`src/sv/hlp_pkg.sv`:
```
// ----------------------------------------------------------------------------
// hlp_pkg
// Shared types and codes of the linear-probing hash table.
// ----------------------------------------------------------------------------
package hlp_pkg;

    localparam int KEY_W = 64;
    localparam int TS_W  = 7;
    localparam int CNT_W = 7;
    localparam int SUM_W = 11;

    localparam logic [TS_W-1:0] TS_RESET = 7'd64;

    localparam logic [1:0] CMD_INSERT = 2'd0;
    localparam logic [1:0] CMD_SEARCH = 2'd1;
    localparam logic [1:0] CMD_REMOVE = 2'd2;

    localparam logic [2:0] STAT_INSERTED  = 3'd0;
    localparam logic [2:0] STAT_FULL      = 3'd1;
    localparam logic [2:0] STAT_NO_FREE   = 3'd2;
    localparam logic [2:0] STAT_FOUND     = 3'd3;
    localparam logic [2:0] STAT_NOT_FOUND = 3'd4;
    localparam logic [2:0] STAT_REMOVED   = 3'd5;

    localparam logic ADDR_TABLE_SIZE = 1'b0;

    typedef enum logic [1:0] {
        TAG_EMPTY   = 2'd0,
        TAG_LIVE    = 2'd1,
        TAG_DELETED = 2'd2
    } t_tag;

    typedef struct packed {
        t_tag              tag;
        logic [KEY_W-1:0]  key;
    } t_row;

    typedef struct packed {
        logic              done;
        logic [TS_W-1:0]   rem;
    } t_mod_res;

endpackage

```
`src/sv/hlp_ram.sv`:
```
// ----------------------------------------------------------------------------
// hlp_ram
// Slot store: key and tag per row, registered read, per-row valid bits.
// ----------------------------------------------------------------------------
module hlp_ram
    import hlp_pkg::*;
#(
    parameter int DEPTH = 64,
    parameter int AW    = 6
) (
    input  logic          i_clk,
    input  logic          i_rst_n,
    input  logic          i_wr_en,
    input  logic [AW-1:0] i_wr_addr,
    input  t_row          i_wr_row,
    input  logic [AW-1:0] i_rd_addr,
    output t_row          o_rd_row
);

    t_row             r_mem [DEPTH];
    logic [DEPTH-1:0] r_valid;
    t_row             r_rd_row;
    logic             r_rd_valid;

    always_ff @(posedge i_clk) begin
        if (i_wr_en) begin
            r_mem[i_wr_addr] <= i_wr_row;
        end
        r_rd_row <= r_mem[i_rd_addr];
    end

    always_ff @(posedge i_clk) begin
        if (!i_rst_n) begin
            r_valid    <= '0;
            r_rd_valid <= 1'b0;
        end else begin
            if (i_wr_en) begin
                r_valid[i_wr_addr] <= 1'b1;
            end
            r_rd_valid <= r_valid[i_rd_addr];
        end
    end

    always_comb begin
        o_rd_row = r_rd_row;
        if (!r_rd_valid) begin
            o_rd_row.tag = TAG_EMPTY;
        end
    end

endmodule
```
`config.mk`:
```
export PLATFORM = sky130hd
export DESIGN_NAME = hlp_ram
export DESIGN_NICKNAME = d
export VERILOG_FILES = /design/src/sv/hlp_pkg.sv /design/src/sv/hlp_ram.sv
export SDC_FILE = /design/constraint.sdc
export NUM_CORES = 2
export LEC_CHECK = 0
export ABC_AREA = 1
export BUFFER_PORTS_ARGS = -buffer_cell sky130_fd_sc_hd__buf_2
export CAP_MARGIN = 10
export CORE_UTILIZATION = 40
export DETAILED_ROUTE_END_ITERATION = 8
export SYNTH_ARGS = -nofsm -noshare
export SYNTH_HDL_FRONTEND = slang
export SYNTH_MEMORY_MAX_BITS = 65536
export SYNTH_SLANG_ARGS = --single-unit
```
`constraint.sdc`:
```
create_clock -name i_clk -period 9.77 [get_ports i_clk]
set_input_delay 0.4885 -clock i_clk [delete_from_list [all_inputs] [get_ports i_clk]]
set_output_delay 0.4885 -clock i_clk [all_outputs]
set_load 0.02 [all_outputs]
```
---- Word level (Yosys, flattened, before mapping) ----
Memory sizes are Yosys's and may differ from the RTL's. A register that Yosys moved wholly into a read port is not among the register bits.
Cells that the tools add are included.
operators by class
  order comparisons ....................... 3
  muxes and demuxes ....................... 7
  bitwise operators ....................... 1
  reductions and logical operators ........ 1
operators with widths
  operator                                                               number
  64-bit bitwise OR                                                      1
  6-bit by 7-bit < comparator with 1-bit output, second input constant   2
  1-bit binary-select mux with 6-bit select                              1
  1-bit demux with 6-bit select                                          1
  6-bit by 1-bit >= comparator with 1-bit output, second input constant  1
  1-bit two-way mux                                                      4
  2-bit two-way mux                                                      1
  1-bit logical AND                                                      1
word-level totals
  bits in registers ....................... 65
  memory bits (writable) .................. 4224
  bits of input ports ..................... 81
  logic and storage cells ................. 15
  memories kept ........................... 1
memory list
  memory  depth  bits a word  read ports  clocked after memory_dff  write ports  RTL line       source
  r_mem   64     66           1           1                         1            hlp_ram.sv:20  t_row r_mem [DEPTH];

---- Longest topological paths before layout ----
  word-level depth ........................ 5
  gate-level depth with buffers ........... 13
  depth with buffers taken out ............ 9

---- Least setup slack after synthesis ----
No wires, ideal clock.
  path type ............................... input -> register
  start point ............................. input port i_wr_en
  end point ............................... memory r_mem[55][0] (netlist name), enable pin
  library setup time ...................... 492 ps
  arrival time ............................ 3804 ps
  setup slack ............................. 5474 ps
  stages .................................. 4
  cells stage by stage .................... clkinv_1 > nor3_1 > inv_1 > nor2_1
on the way
  word-level cells in the longest chain between the ends .. 2
RTL lines
  what                                     RTL line       source
  from (decl)                              hlp_ram.sv:13  input logic i_wr_en,
  1-bit two-way mux                        hlp_ram.sv:26  if (i_wr_en) begin
  1-bit two-way mux (not written as such)  hlp_ram.sv:27  r_mem[i_wr_addr] <= i_wr_row;
  to (decl)                                hlp_ram.sv:20
No other way between the ends.

==> run summary <==
Yosys warnings: 0
Register area share after synthesis: 75.1%
Area growth syn-to-layout: 11.8%
I/O pin total: 147
CTS root buffer: clkbuf_16
Worst min-delay path startpoint: i_rd_addr[4]
Vias in the first global route: 106,000
Pre-CTS setup slack: 5.38 ns
Most frequent cells in the layout: nand2_1, edfxtp_1, nand3_1
Initial antenna violation count: 46
Wire length of the first global-routing pass: 794 mm
Final hold vios: 0
Postcts setup bufs: 0
Clock buffer depth: 4
Period Utilization, post-route: 37.0%
Met3 GRT Util: 4.31%
Max-cap violation count: 0
Drc violations: 0
Total negative setup slack: 0 ns
Status: finished clean
Crit path max-delay cell type: buf_4
Setup Crit Path Kind: primary input to flip-flop
Largest net degree at the start of global routing: 215
Final Wtd Congestion: 0.805
Sink Count: 4,355
Post-synthesis cell count: 14,100
Multi-input combinational cell area: 38,600 um^2
Period minus WS final: 3.61 ns
Required @ worst endpoint: 10.71 ns
Antenna viol nets, final: 0
Core footprint: 428,000 um^2
Mean post-synth cell area: 12.2 um^2
Fill cells: 38,300
Hold path endpoint: o_rd_row[16]
Crit-path max FO: 174
Fmax: 277 MHz
R2r endpoint: o_rd_row[45]
Worst VDD drop: 170 uV
Max Slew Vio Count: 0
Slew margin rel.: 11.2%
I/O Buffers: 146
Mapped Area: 172,000 um^2
Initial DRC count: 15,500
Clock latency on the worst-skew pair: 1.00 ns
FF+latch area: 129,000 um^2
Synth Register Bits: 4,355
Wire per inst: 28.2 um
Die area: 434,000 um^2
Pre-antenna DRT Iters: 7
Ratio of cells with drive above 1 in the final layout: 7.66%
Grt peak-use layer: met2
Setup Skew: 0.0766 ns
Hold Path Cell Cnt: 4
Nets: 14,000
Final design utilization: 45.0%
Post-synth cell types: 18
Row count: 240
Least-Margin Pin Slew: 1.33 ns
Reg2Reg Setup Slack: 8.13 ns
CP Cell Sequence: buf_12 -> buf_12 -> buf_4 -> buf_4 -> nand2_1 -> nand3_1 -> nand3_1 -> nand3_1 -> nand3_1 -> nand3_1 -> and2_1
GR Util met2: 40.5%
Hold Path Class: primary input to flip-flop
RSZ-0062 raised after global routing: false
Crit path DAT: 4.55 ns
Die width: 659 um
PD cells: 207 nW/um^2
Gr ovfl total: 0
Initial core utilization: 40.3%
Die H: 659 um
WHS: 0.107 ns
Gr usage total: 25.2%
WL final: 566 mm
Finish-stage setup viols: 0
CTS tree: yes
P_leak: 0.0665 uW
CP startpoint kind: primary input
Reg clk slew, reported paths: 0.06 ns
Via count: 115,000
Post-Syn Nets: 14,200
H-tree Lvls: 5
Worst stage delay on the critical path: 0.91 ns
Endpoint class of the critical path: flip-flop
Hpwl dp: 273 mm
Cell mode on critical path: nand3_1
Fin worst setup slack: 6.16 ns
Reg2reg path depth: 7
Most common cell after layout, fill and taps aside: nand2_1
Worst r2r src: r_mem[15][45]
Vias per cell: 5.75
M1 GR Usage: 34.5%
TritonCTS buffer count: 433
## cells by family after synthesis
logic type,Yosys count,share of synthesized area [%]
AO/OA/AOI/OAI,4,0.0123
AND/OR/NAND/NOR,8727,22.1
flip-flops,4355,75.1
buffers and inverters,1044,2.82
## synth_stat cells, drive strengths merged
master | n | area share [%]
a21oi | 1 | 0.0029
and2 | 66 | 0.24
buf | 733 | 2.1
clkbuf | 272 | 0.59
clkinv | 2 | 0.0044
dfxtp | 131 | 1.5
edfxtp | 4224 | 74
inv | 37 | 0.081
nand2 | 4292 | 9.3
nand3 | 4148 | 12
nor2 | 207 | 0.45
nor3 | 14 | 0.041
o21ai | 2 | 0.0058
o22ai | 1 | 0.0036
## layer usage
layer  share of wire (%)  routed length, um
met5               0.037                207
met4                 4.3              24000
met3                 9.6              54200
met2                  46             262000
met1                  40             225000
## power breakdown
| group | switching (uW) | total [uW] | internal, uW |
|---|---|---|---|
| combinational | 1700 | 2220 | 522 |
| clock | 7230 | 16900 | 9640 |
| sequential | 117 | 20800 | 20600 |
## what timing repair did
item / 4_1_cts / 5_1_grt
hold endpoints to repair: 6 / 0
resized for setup: 0 / 0
hold buffers: 2 / 0
## state kept, by name (all words and copies together), names as in the netlist
signal and cells:
o_rd_row 64, r_rd_valid 1, r_valid 64, r_mem 4224, r_rd_row 2
## per-stage QoR
step | cells | total power [uW] | cell area, um^2
2_1_floorplan | 14100 | 22400 | 172000
3_3_place_gp | 19200 | 23300 | 178000
3_5_place_dp | 19200 | 23300 | 178000
4_1_cts | 20000 | 40000 | 193000
5_1_grt | 20000 | 40800 | 193000
6_report | 20000 | 39800 | 193000
## worst max-delay path by stage
stage	startpoint	to	slack, ns	cells after the start
finish	i_rd_addr[0]	o_rd_row[52]	6.16	11
global route	i_rd_addr[0]	o_rd_row[52]	6.06	11
CTS	i_rd_addr[0]	o_rd_row[52]	6.41	11
detailed placement	i_rd_addr[0]	o_rd_row[52]	5.38	11
global placement	i_rd_addr[1]	o_rd_row[54]	5.37	10
floorplan	i_wr_en	r_mem[55][0]	5.47	4
## final cells by class
class	instances	share of cell area (%)
inverters	39	0.0980
flip-flops and latches	4355	67.1
multi-input cells	8731	20.0
repair buffers	400	1.60
diodes	18	0.0234
clock buffers	554	6.04
well taps	5687	3.69
clock inverters	256	1.39
## worst max-delay path, delay by kind of cell
| family | cells | cell delay, ns |
|---|---|---|
| simple gates | 7 | 1.01 |
| buf+inv | 4 | 2.50 |
Power figures use the tool's default switching activity.
