### src/sv/hlp_pkg.sv
// ----------------------------------------------------------------------------
// hlp_pkg
// Shared types and codes of the linear-probing hash table.
// ----------------------------------------------------------------------------
package hlp_pkg;

    localparam int KEY_W = 64;
    localparam int TS_W  = 7;
    localparam int CNT_W = 7;
    localparam int SUM_W = 11;

    localparam logic [TS_W-1:0] TS_RESET = 7'd64;

    localparam logic [1:0] CMD_INSERT = 2'd0;
    localparam logic [1:0] CMD_SEARCH = 2'd1;
    localparam logic [1:0] CMD_REMOVE = 2'd2;

    localparam logic [2:0] STAT_INSERTED  = 3'd0;
    localparam logic [2:0] STAT_FULL      = 3'd1;
    localparam logic [2:0] STAT_NO_FREE   = 3'd2;
    localparam logic [2:0] STAT_FOUND     = 3'd3;
    localparam logic [2:0] STAT_NOT_FOUND = 3'd4;
    localparam logic [2:0] STAT_REMOVED   = 3'd5;

    localparam logic ADDR_TABLE_SIZE = 1'b0;

    typedef enum logic [1:0] {
        TAG_EMPTY   = 2'd0,
        TAG_LIVE    = 2'd1,
        TAG_DELETED = 2'd2
    } t_tag;

    typedef struct packed {
        t_tag              tag;
        logic [KEY_W-1:0]  key;
    } t_row;

    typedef struct packed {
        logic              done;
        logic [TS_W-1:0]   rem;
    } t_mod_res;

endpackage

### src/sv/hlp_mod.sv
// ----------------------------------------------------------------------------
// hlp_mod
// Iterative remainder unit: one restoring subtract step per cycle.
// ----------------------------------------------------------------------------
module hlp_mod
    import hlp_pkg::*;
(
    input  logic             i_clk,
    input  logic             i_rst_n,
    input  logic             i_start,
    input  logic [SUM_W-1:0] i_dividend,
    input  logic [TS_W-1:0]  i_divisor,
    output t_mod_res         o_res
);

    logic             r_busy;
    logic             r_done;
    logic [3:0]       r_cnt;
    logic [SUM_W-1:0] r_dvd;
    logic [TS_W-1:0]  r_div;
    logic [TS_W-1:0]  r_rem;
    logic [TS_W:0]    n_trial;
    logic [TS_W:0]    n_rem;

    always_comb begin
        n_trial = {r_rem, r_dvd[SUM_W-1]};
        if (n_trial >= {1'b0, r_div}) begin
            n_rem = n_trial - {1'b0, r_div};
        end else begin
            n_rem = n_trial;
        end
    end

    always_ff @(posedge i_clk) begin
        if (!i_rst_n) begin
            r_busy <= 1'b0;
            r_done <= 1'b0;
            r_cnt  <= '0;
        end else begin
            r_done <= !i_start && r_busy && (r_cnt == 4'(SUM_W - 1));
            if (i_start) begin
                r_busy <= 1'b1;
                r_cnt  <= '0;
                r_dvd  <= i_dividend;
                r_div  <= i_divisor;
                r_rem  <= '0;
            end else if (r_busy) begin
                r_rem <= n_rem[TS_W-1:0];
                r_dvd <= {r_dvd[SUM_W-2:0], 1'b0};
                r_cnt <= r_cnt + 4'd1;
                if (r_cnt == 4'(SUM_W - 1)) begin
                    r_busy <= 1'b0;
                end
            end
        end
    end

    assign o_res.done = r_done;
    assign o_res.rem  = r_rem;

    a_rem_below_div: assert property (@(posedge i_clk) disable iff (!i_rst_n)
        r_done |-> (r_rem < r_div))
        else $error("remainder not below divisor");

    a_done_ends_busy: assert property (@(posedge i_clk) disable iff (!i_rst_n)
        r_done |-> !r_busy)
        else $error("done while still busy");

endmodule

### config.mk
export PLATFORM = sky130hd
export DESIGN_NAME = hlp_mod
export DESIGN_NICKNAME = d
export VERILOG_FILES = /design/src/sv/hlp_pkg.sv /design/src/sv/hlp_mod.sv
export SDC_FILE = /design/constraint.sdc
export NUM_CORES = 1
export LEC_CHECK = 0
export BUFFER_PORTS_ARGS = -buffer_cell sky130_fd_sc_hd__buf_2
export CAP_MARGIN = 20
export CORE_ASPECT_RATIO = 0.75
export CORE_MARGIN = 3
export CORE_UTILIZATION = 30
export DETAILED_ROUTE_END_ITERATION = 6
export RECOVER_POWER = 50
export SLEW_MARGIN = 20
export SYNTH_ARGS = -nofsm -noshare
export SYNTH_HDL_FRONTEND = slang
export SYNTH_SLANG_ARGS = --single-unit
### constraint.sdc
create_clock -name i_clk -period 2.5 [get_ports i_clk]
set_clock_uncertainty 0.1 [all_clocks]
set_input_delay 0.125 -clock i_clk [delete_from_list [all_inputs] [get_ports i_clk]]
set_output_delay 0.125 -clock i_clk [all_outputs]
set_load 0.03 [all_outputs]
Word level (Yosys, flattened, before mapping)
Cells that the tools add are included.

operators by class
  add/sub/neg operators = 2
  magnitude comparators = 1
  equality and inequality tests = 1
  muxes and demuxes = 7
  bitwise gates (word level) = 1
  reductions and logical operators = 7

operators with widths
  cell                                                           number
  11-bit 2-to-1 mux                                              2
  7-bit 2-to-1 mux                                               2
  8-bit by 7-bit greater-or-equal comparator with 1-bit output   1
  7-bit subtractor                                               1
  4-bit by 1-bit adder with 4-bit output, second input constant  1
  4-bit == test, second input constant                           1
  2-bit AND reduction                                            2
  1-bit 2-to-1 mux                                               3
  1-bit logical AND                                              2
  2-bit nonzero test                                             1
  2-bit OR reduction                                             1
  1-bit zero test                                                1
  1-bit inverter                                                 1

word-level totals
  bits in registers = 31
  bits of input ports = 21
  output and inout bits = 8
  logic and storage cells = 25

Depth between registers and ports, before layout
Gate-level depths: netlist (run 1).

  word-level depth = 4
  mapped depth = 10
  gate-level depth less buffers = 9

Worst setup path before layout (run 1)
OpenSTA, ideal clock, no wires.

  kind = register -> register
  start point = reg r_rem[0]
  end point = reg r_rem[5] (data pin)
  setup time = 142 ps
  data arrival time = 2,245 ps
  data required time = 2,258 ps
  path slack = 13 ps
  stages on the path, launching flop included = 8
  path buffers = 1
  period minus slack after synthesis = 2,487 ps
  cells stage by stage = edfxtp_1 > fa_1 > a211oi_2 > o211ai_1 > a311o_1 > buf_6 > or2_0 > a21oi_2

on the way
  word-level cells in the longest chain between the ends = 3

RTL lines
  item                                                                                              RTL line                      source
  start: declaration                                                                                hlp_mod.sv:21                 logic [TS_W-1:0] r_rem;
  start signal: assignment                                                                          hlp_mod.sv:48                 r_rem <= n_rem[TS_W-1:0];
  7-bit subtractor or 8-bit by 7-bit greater-or-equal comparator with 1-bit output (tied branches)  hlp_mod.sv:28, hlp_mod.sv:27
  7-bit 2-to-1 mux (*)                                                                              hlp_mod.sv:27                 if (n_trial >= {1'b0, r_div}) begin
  7-bit 2-to-1 mux (*)                                                                              hlp_mod.sv:47                 end else if (r_busy) begin

Every way passes the cells marked *; elsewhere a longest branch is shown, timed or not. The select of a mux whose other input is x is not followed.
A chain may end at the register's enable or synchronous reset.

Final worst setup path (run 1)
  start point = reg r_dvd[10]
  end point = reg r_rem[6] (data pin)

on the way
  word-level cells in the longest chain between the ends = 3

RTL lines
  item                                                                                              RTL line                      source
  start: declaration                                                                                hlp_mod.sv:19                 logic [SUM_W-1:0] r_dvd;
  start signal: assignment                                                                          hlp_mod.sv:44                 r_dvd <= i_dividend;
  start signal: assignment                                                                          hlp_mod.sv:49                 r_dvd <= {r_dvd[SUM_W-2:0], 1'b0};
  7-bit subtractor or 8-bit by 7-bit greater-or-equal comparator with 1-bit output (tied branches)  hlp_mod.sv:28, hlp_mod.sv:27
  7-bit 2-to-1 mux (*)                                                                              hlp_mod.sv:27
  7-bit 2-to-1 mux (*)                                                                              hlp_mod.sv:47

Marks and branches as above.

==> results.ini, run 1 <==
[status]
outcome = finished, final reports clean

[yosys]
synthTopCellsByArea = edfxtp_1 (47%), dfxtp_1 (7.5%), ha_1 (7.0%)
synthSimpleGateAreaFrac = 0.104
async_flop_share = 0
syn_area_mm2 = 0.00161
synthAdderAreaFrac = 0.0826
netlist_instances = 134
synthFlopType = edfxtp_1
synth_xor_area_frac = 0.0273
avgSynthCellArea_um2 = 12.0
yosysTopAreaCellShare = 0.468
synth_seq_area_share = 0.542
ys_types = 35
synth_warnings = 0
yosysTopAreaCell = edfxtp_1
synth_top_family_by_area = simple AND/OR/NAND/NOR gates
synth.area.mux_share = 0.0951
synth_compound_area_frac = 0.0998
synth_seq_cells = 31
syn_nets = 165
synth_edf_count = 25

[route]
routedWlPerCell_um = 12.8
viasPerCell = 4.54
drt-initial-drc-count = 91
ant_nets = 0
firstDrtPassIters = 4
drc_errors = 0
routed-via-count = 1148
wl_um = 3230

[clock_tree]
clock_latency_ns = 0.29
cts_buffers = 5
clockBufferDepth = 2
htree_levels = 2
tritoncts = yes
clock_sinks = 31
cts_root_buf = clkbuf_8
clk_pin_slew_ns = 0.08

[sta]
fmax_mhz = 401
tns_ns = 0
setup-violations-final = 0
rsz0062_at_grt = true
slew_violations = 0
slew_headroom = 0.678
worst_slack_ns = 0.00541
fin_crit_sh = 0.998
post-route-min-period_ns = 2.49
tightest_slew_ns = 0.477
finalHoldViolCount = 0

[die]
die_w_um = 90.5
fp.dieH_um = 69.4
core-area_mm2 = 0.00504
start_util = 0.319
die_area_mm2 = 0.00627
ios = 29
rows = 22

[power_and_ir_drop]
p_leak_uw = 0.000819
vdd_drop_max_mv = 0.349
power_density_mw_per_mm2 = 644

[grt]
grt_pass1_vias = 1144
grt_overflow = 0
grtUsageTotal = 0.115
grt_pass1_wl_um = 5510
antenna_found_initial = 0
grt_max_degree = 23

[critical_path]
cp_data_arrival_time_ns = 2.55
cpLargestDelayFamily = compound AO/OA/AOI/OAI gates
critical_path_buf_inv_count = 2
cp-end-kind = flop
cp_max_fo = 6
path_cells = inv_1 > ha_2 > inv_2 > fa_2 > a211oi_2 > o211ai_1 > a311o_2 > or2_4 > a21oi_2
max_stage_delay_ns = 0.47
critPathKind = reg2reg
cp_slowest_cell = a311o_2
crit_path_start_kind = flop
required_ns = 2.56

[final_layout]
utilization = 0.406
fin_nets = 211
fillCellCount = 492
antenna_cells = 0
area.growth.synth_to_final_pct = 27.4
drive_gt1_frac = 0.337

[placed_design]
gp_congestion = 0.784
pre_cts_ws_ns = -0.112
port_buffers = 28
place_hpwl_um = 2170

[flow_run]
drv_cap = 0

[worst_hold_path]
hp-class = in2reg

## power breakdown
| group | internal [µW] | switching [µW] |
|---|---|---|
| clock network | 194 | 213 |
| registers | 601 | 19.4 |
| logic | 135 | 156 |
| total | 930 | 388 |
## layout make-up
class,count,area [µm²],area share
sequential,31,871,0.426
multi-input combinational,86,678,0.331
timing repair buffer,43,269,0.131
tap,72,90.1,0.0440
clock buffer,5,68.8,0.0336
inverter,13,48.8,0.0239
clock inverter,3,20.0,0.00979
## repair_timing
action                                 4_1_cts  5_1_grt
endpoints found under the hold margin        7        0
setup endpoints to repair                    7        7
pin swaps                                    3        6
resized for setup                            6        0
gates cloned                                 1        0
buffers inserted                             1        0
hold buffers                                 7        0
## synthesized netlist by cell type, drive strengths merged (2+ instances only)
| library cell | number |
|---|---|
| buf | 3 |
| o41ai | 2 |
| nor2b | 2 |
| mux2 | 10 |
| nor3 | 2 |
| nand4 | 2 |
| nand2b | 3 |
| o21ai | 4 |
| mux2i | 4 |
| and2 | 2 |
| o211ai | 3 |
| inv | 13 |
| o21a | 3 |
| ha | 9 |
| xor2 | 3 |
| edfxtp | 25 |
| xnor2 | 2 |
| nand2 | 4 |
| dfxtp | 6 |
| a21oi | 4 |
| a211oi | 4 |
| nor2 | 14 |
| clkbuf | 2 |
| or2 | 2 |
## path summary, 6_finish.rpt
path	slack [ns]	start	cells after the start	to
max reg2reg	0.005	r_dvd[10]	9	r_rem[6]
max	0.005	r_dvd[10]	9	r_rem[6]
min	0.02	i_dividend[0]	2	r_dvd[0]
min reg2reg	0.43	r_cnt[1]	2	r_cnt[1]
## cells in the final DEF (no fill, tap or decap), types with 3 or more instances in the layout
| master | count |
|---|---|
| nor2_1 | 14 |
| edfxtp_1 | 25 |
| inv_1 | 12 |
| ha_1 | 8 |
| o21ai_0 | 4 |
| o21a_1 | 3 |
| a211oi_1 | 3 |
| buf_4 | 8 |
| buf_2 | 27 |
| xor2_1 | 3 |
| dfxtp_1 | 6 |
| o211ai_1 | 3 |
| nand2b_1 | 3 |
| mux2_2 | 10 |
| clkbuf_8 | 5 |
| nand2_1 | 4 |
| mux2i_1 | 4 |
| dlygate4sd3_1 | 7 |
## through the flow
| stage | cell area, µm² | power (µW) | hold WS (ns) | cells |
|---|---|---|---|---|
| 2_1_floorplan | 1610 | 823 | 0.124 | 134 |
| 3_3_place_gp | 1860 | 898 | 0.203 | 236 |
| 3_5_place_dp | 1860 | 899 | 0.203 | 236 |
| 4_1_cts | 2050 | 1320 | 0.00376 | 253 |
| 5_1_grt | 2050 | 1400 | 0.00682 | 253 |
| 6_report | 2050 | 1320 | 0.0166 | 253 |
## layer usage
metal | GRT usage | part of all wire | up-vias
li1 | - | - | 575
met1 | 0.153 | 0.48 | 531
met2 | 0.164 | 0.43 | 32
met3 | 0.0369 | 0.053 | 10
met4 | 0.0662 | 0.028 | 0
met5 | 0 | 0 | -
## cell families after synthesis
| family | after synthesis |
|---|---|
| AOI/OAI and AO/OA | 22 |
| xor gates and xnor gates | 5 |
| adders and majority gates | 10 |
| buffers and inverters | 18 |
| DFF | 31 |
| muxes | 14 |
| and+or+nand+nor | 34 |
## flip-flops by register name, indices dropped and copies added (netlist names)
register	flops
r_dvd	11
r_div	7
r_rem	7
r_cnt	4
r_busy	1
r_done	1
No activity file was read; power rests on OpenSTA's default activity.
==> run 2, diff against run 1 <==
- MAX_ROUTING_LAYER: unset -> met4
==> results.ini, run 2 (synthesized netlist as in run 1, its figures left out) <==
[final_layout]
reg_top3 = r_dvd (11), r_div (7), r_rem (7)
final_cell_mix = buf_2 (27), edfxtp_1 (25), nor2_1 (14)
design_area_mm2 = 0.00205  ; unchanged
area.growth.synth_to_final_pct = 27.4  ; unchanged
largest_reg_flops = 11  ; unchanged
mostFrequentLayoutCell = buf_2
largest_register = r_dvd
antenna_cells = 0  ; unchanged
fin_nets = 211  ; unchanged
fillCellCount = 492  ; unchanged
drive_gt1_frac = 0.337  ; unchanged

[sta]
whs_ns = 0.0121  ; -0.00458 ns
worst_slack_ns = 0.00708  ; +0.00167 ns
fin_crit_sh = 0.997  ; about the same
slew_headroom = 0.693  ; +0.0155
fmax_mhz = 401  ; about the same
rsz0062_at_grt = true
setup-violations-final = 0  ; unchanged
post-route-min-period_ns = 2.49  ; -0.00167 ns
tightest_slew_ns = 0.454  ; -0.0230 ns
slew_violations = 0  ; unchanged
finalHoldViolCount = 0  ; unchanged

[grt]
grt_overflow = 0  ; unchanged
grt_pass1_wl_um = 5500  ; -0.25%
grtUsageTotal = 0.118  ; +0.00281
grt_max_degree = 23  ; unchanged
antenna_found_initial = 0  ; unchanged
grt_pass1_vias = 1145  ; +0.087%

[critical_path]
cp_max_fo = 6  ; unchanged
critPathKind = reg2reg
cp_data_arrival_time_ns = 2.55  ; about the same
required_ns = 2.56  ; about the same
cp_slowest_cell = a311o_2
cp-end-kind = flop
crit_path_start_kind = flop
max_stage_delay_ns = 0.47  ; about the same
path_cells = inv_1 > ha_2 > inv_2 > fa_2 > a211oi_2 > o211ai_1 > a311o_2 > or2_4 > a21oi_2
rr_worst_depth = 9  ; unchanged

[route]
firstDrtPassIters = 4  ; unchanged
viasPerCell = 4.56  ; +0.44%
wl_um = 3230  ; about the same
routed-via-count = 1153  ; +0.44%
routedWlPerCell_um = 12.8  ; about the same
ant_nets = 0  ; unchanged
drt-initial-drc-count = 81  ; -11%
drc_errors = 0  ; unchanged

[flow_run]
drv_cap = 0  ; unchanged

[die]
die_w_um = 90.5  ; unchanged
core-area_mm2 = 0.00504  ; unchanged
fp.dieH_um = 69.4  ; unchanged
die_area_mm2 = 0.00627  ; unchanged
ios = 29  ; unchanged
rows = 22  ; unchanged
start_util = 0.319  ; unchanged

[worst_hold_path]
hp-class = in2reg
min_path_cells = 2  ; unchanged

[clock_tree]
cts_root_buf = clkbuf_8
clk_pin_slew_ns = 0.07  ; about the same
cts_buffers = 5  ; unchanged
clockBufferDepth = 2  ; unchanged
tritoncts = yes
htree_levels = 2  ; unchanged
clock_sinks = 31  ; unchanged
clock_latency_ns = 0.29  ; about the same

[placed_design]
gp_congestion = 0.795  ; +1.4%
place_hpwl_um = 2170  ; unchanged
place_area_mm2 = 0.00186  ; unchanged
port_buffers = 28  ; unchanged
pre_cts_ws_ns = -0.112  ; unchanged

[status]
outcome = finished, final reports clean

[power_and_ir_drop]
power_density_mw_per_mm2 = 644  ; about the same
vdd_drop_max_mv = 0.349  ; +0.11%
p_leak_uw = 0.000819  ; unchanged

run 2: power breakdown:
part	total [µW]	switching, µW	internal, µW
sequential	620	19.2	601
combinational	291	156	135
clock	406	212	194
total	1320	387	930
run 2: area by class of cell:
| type | instances | area [µm²] | area share |
|---|---|---|---|
| sequential | 31 | 871 | 0.426 |
| timing repair buffer | 43 | 269 | 0.131 |
| multi-input combinational | 86 | 678 | 0.331 |
| clock inverter | 3 | 20.0 | 0.00979 |
| tap | 72 | 90.1 | 0.0440 |
| inverter | 13 | 48.8 | 0.0239 |
| clock buffer | 5 | 68.8 | 0.0336 |
run 2: path summary, 6_finish.rpt:
kind | to | start | slack, ns
hold reg to reg | r_cnt[1] | r_cnt[1] | 0.43
setup / recovery | r_rem[6] | r_dvd[10] | 0.007
hold / removal | r_dvd[0] | i_dividend[0] | 0.01
setup reg to reg | r_rem[6] | r_dvd[10] | 0.007
run 2: worst max-delay path: cells and delay by family, from the launching register on:
family                     cells  cell delay [ns]
adders and majority gates      2             0.51
AOI/OAI and AO/OA              4             0.95
and+or+nand+nor                1             0.27
DFF                            1             0.40
buffers and inverters          2             0.12
run 2: layer usage:
metal | vias to the layer above | GRT usage | share of wire
li1 | 575 | - | -
met1 | 533 | 0.151 | 0.48
met2 | 35 | 0.166 | 0.43
met3 | 10 | 0.0336 | 0.063
met4 | 0 | 0.0662 | 0.027
met5 | - | - | 0
run 2: per-stage QoR:
step           cells  setup TNS (ns)   util  total power, µW
3_3_place_gp     236         -0.0404  0.369              898
5_1_grt          253          -0.607  0.406             1400
6_report         253               0  0.406             1320
4_1_cts          253               0  0.406             1320
2_1_floorplan    134               0      -              823
3_5_place_dp     236          -0.280  0.369              899
run 2: what timing repair did:
item,in CTS,in global routing
setup buffers,1,0
cloned,1,0
hold buffers,7,0
resized for setup,6,0
pin swaps,3,6
endpoints found under the hold margin,7,0
endpoints found under the setup margin,7,7
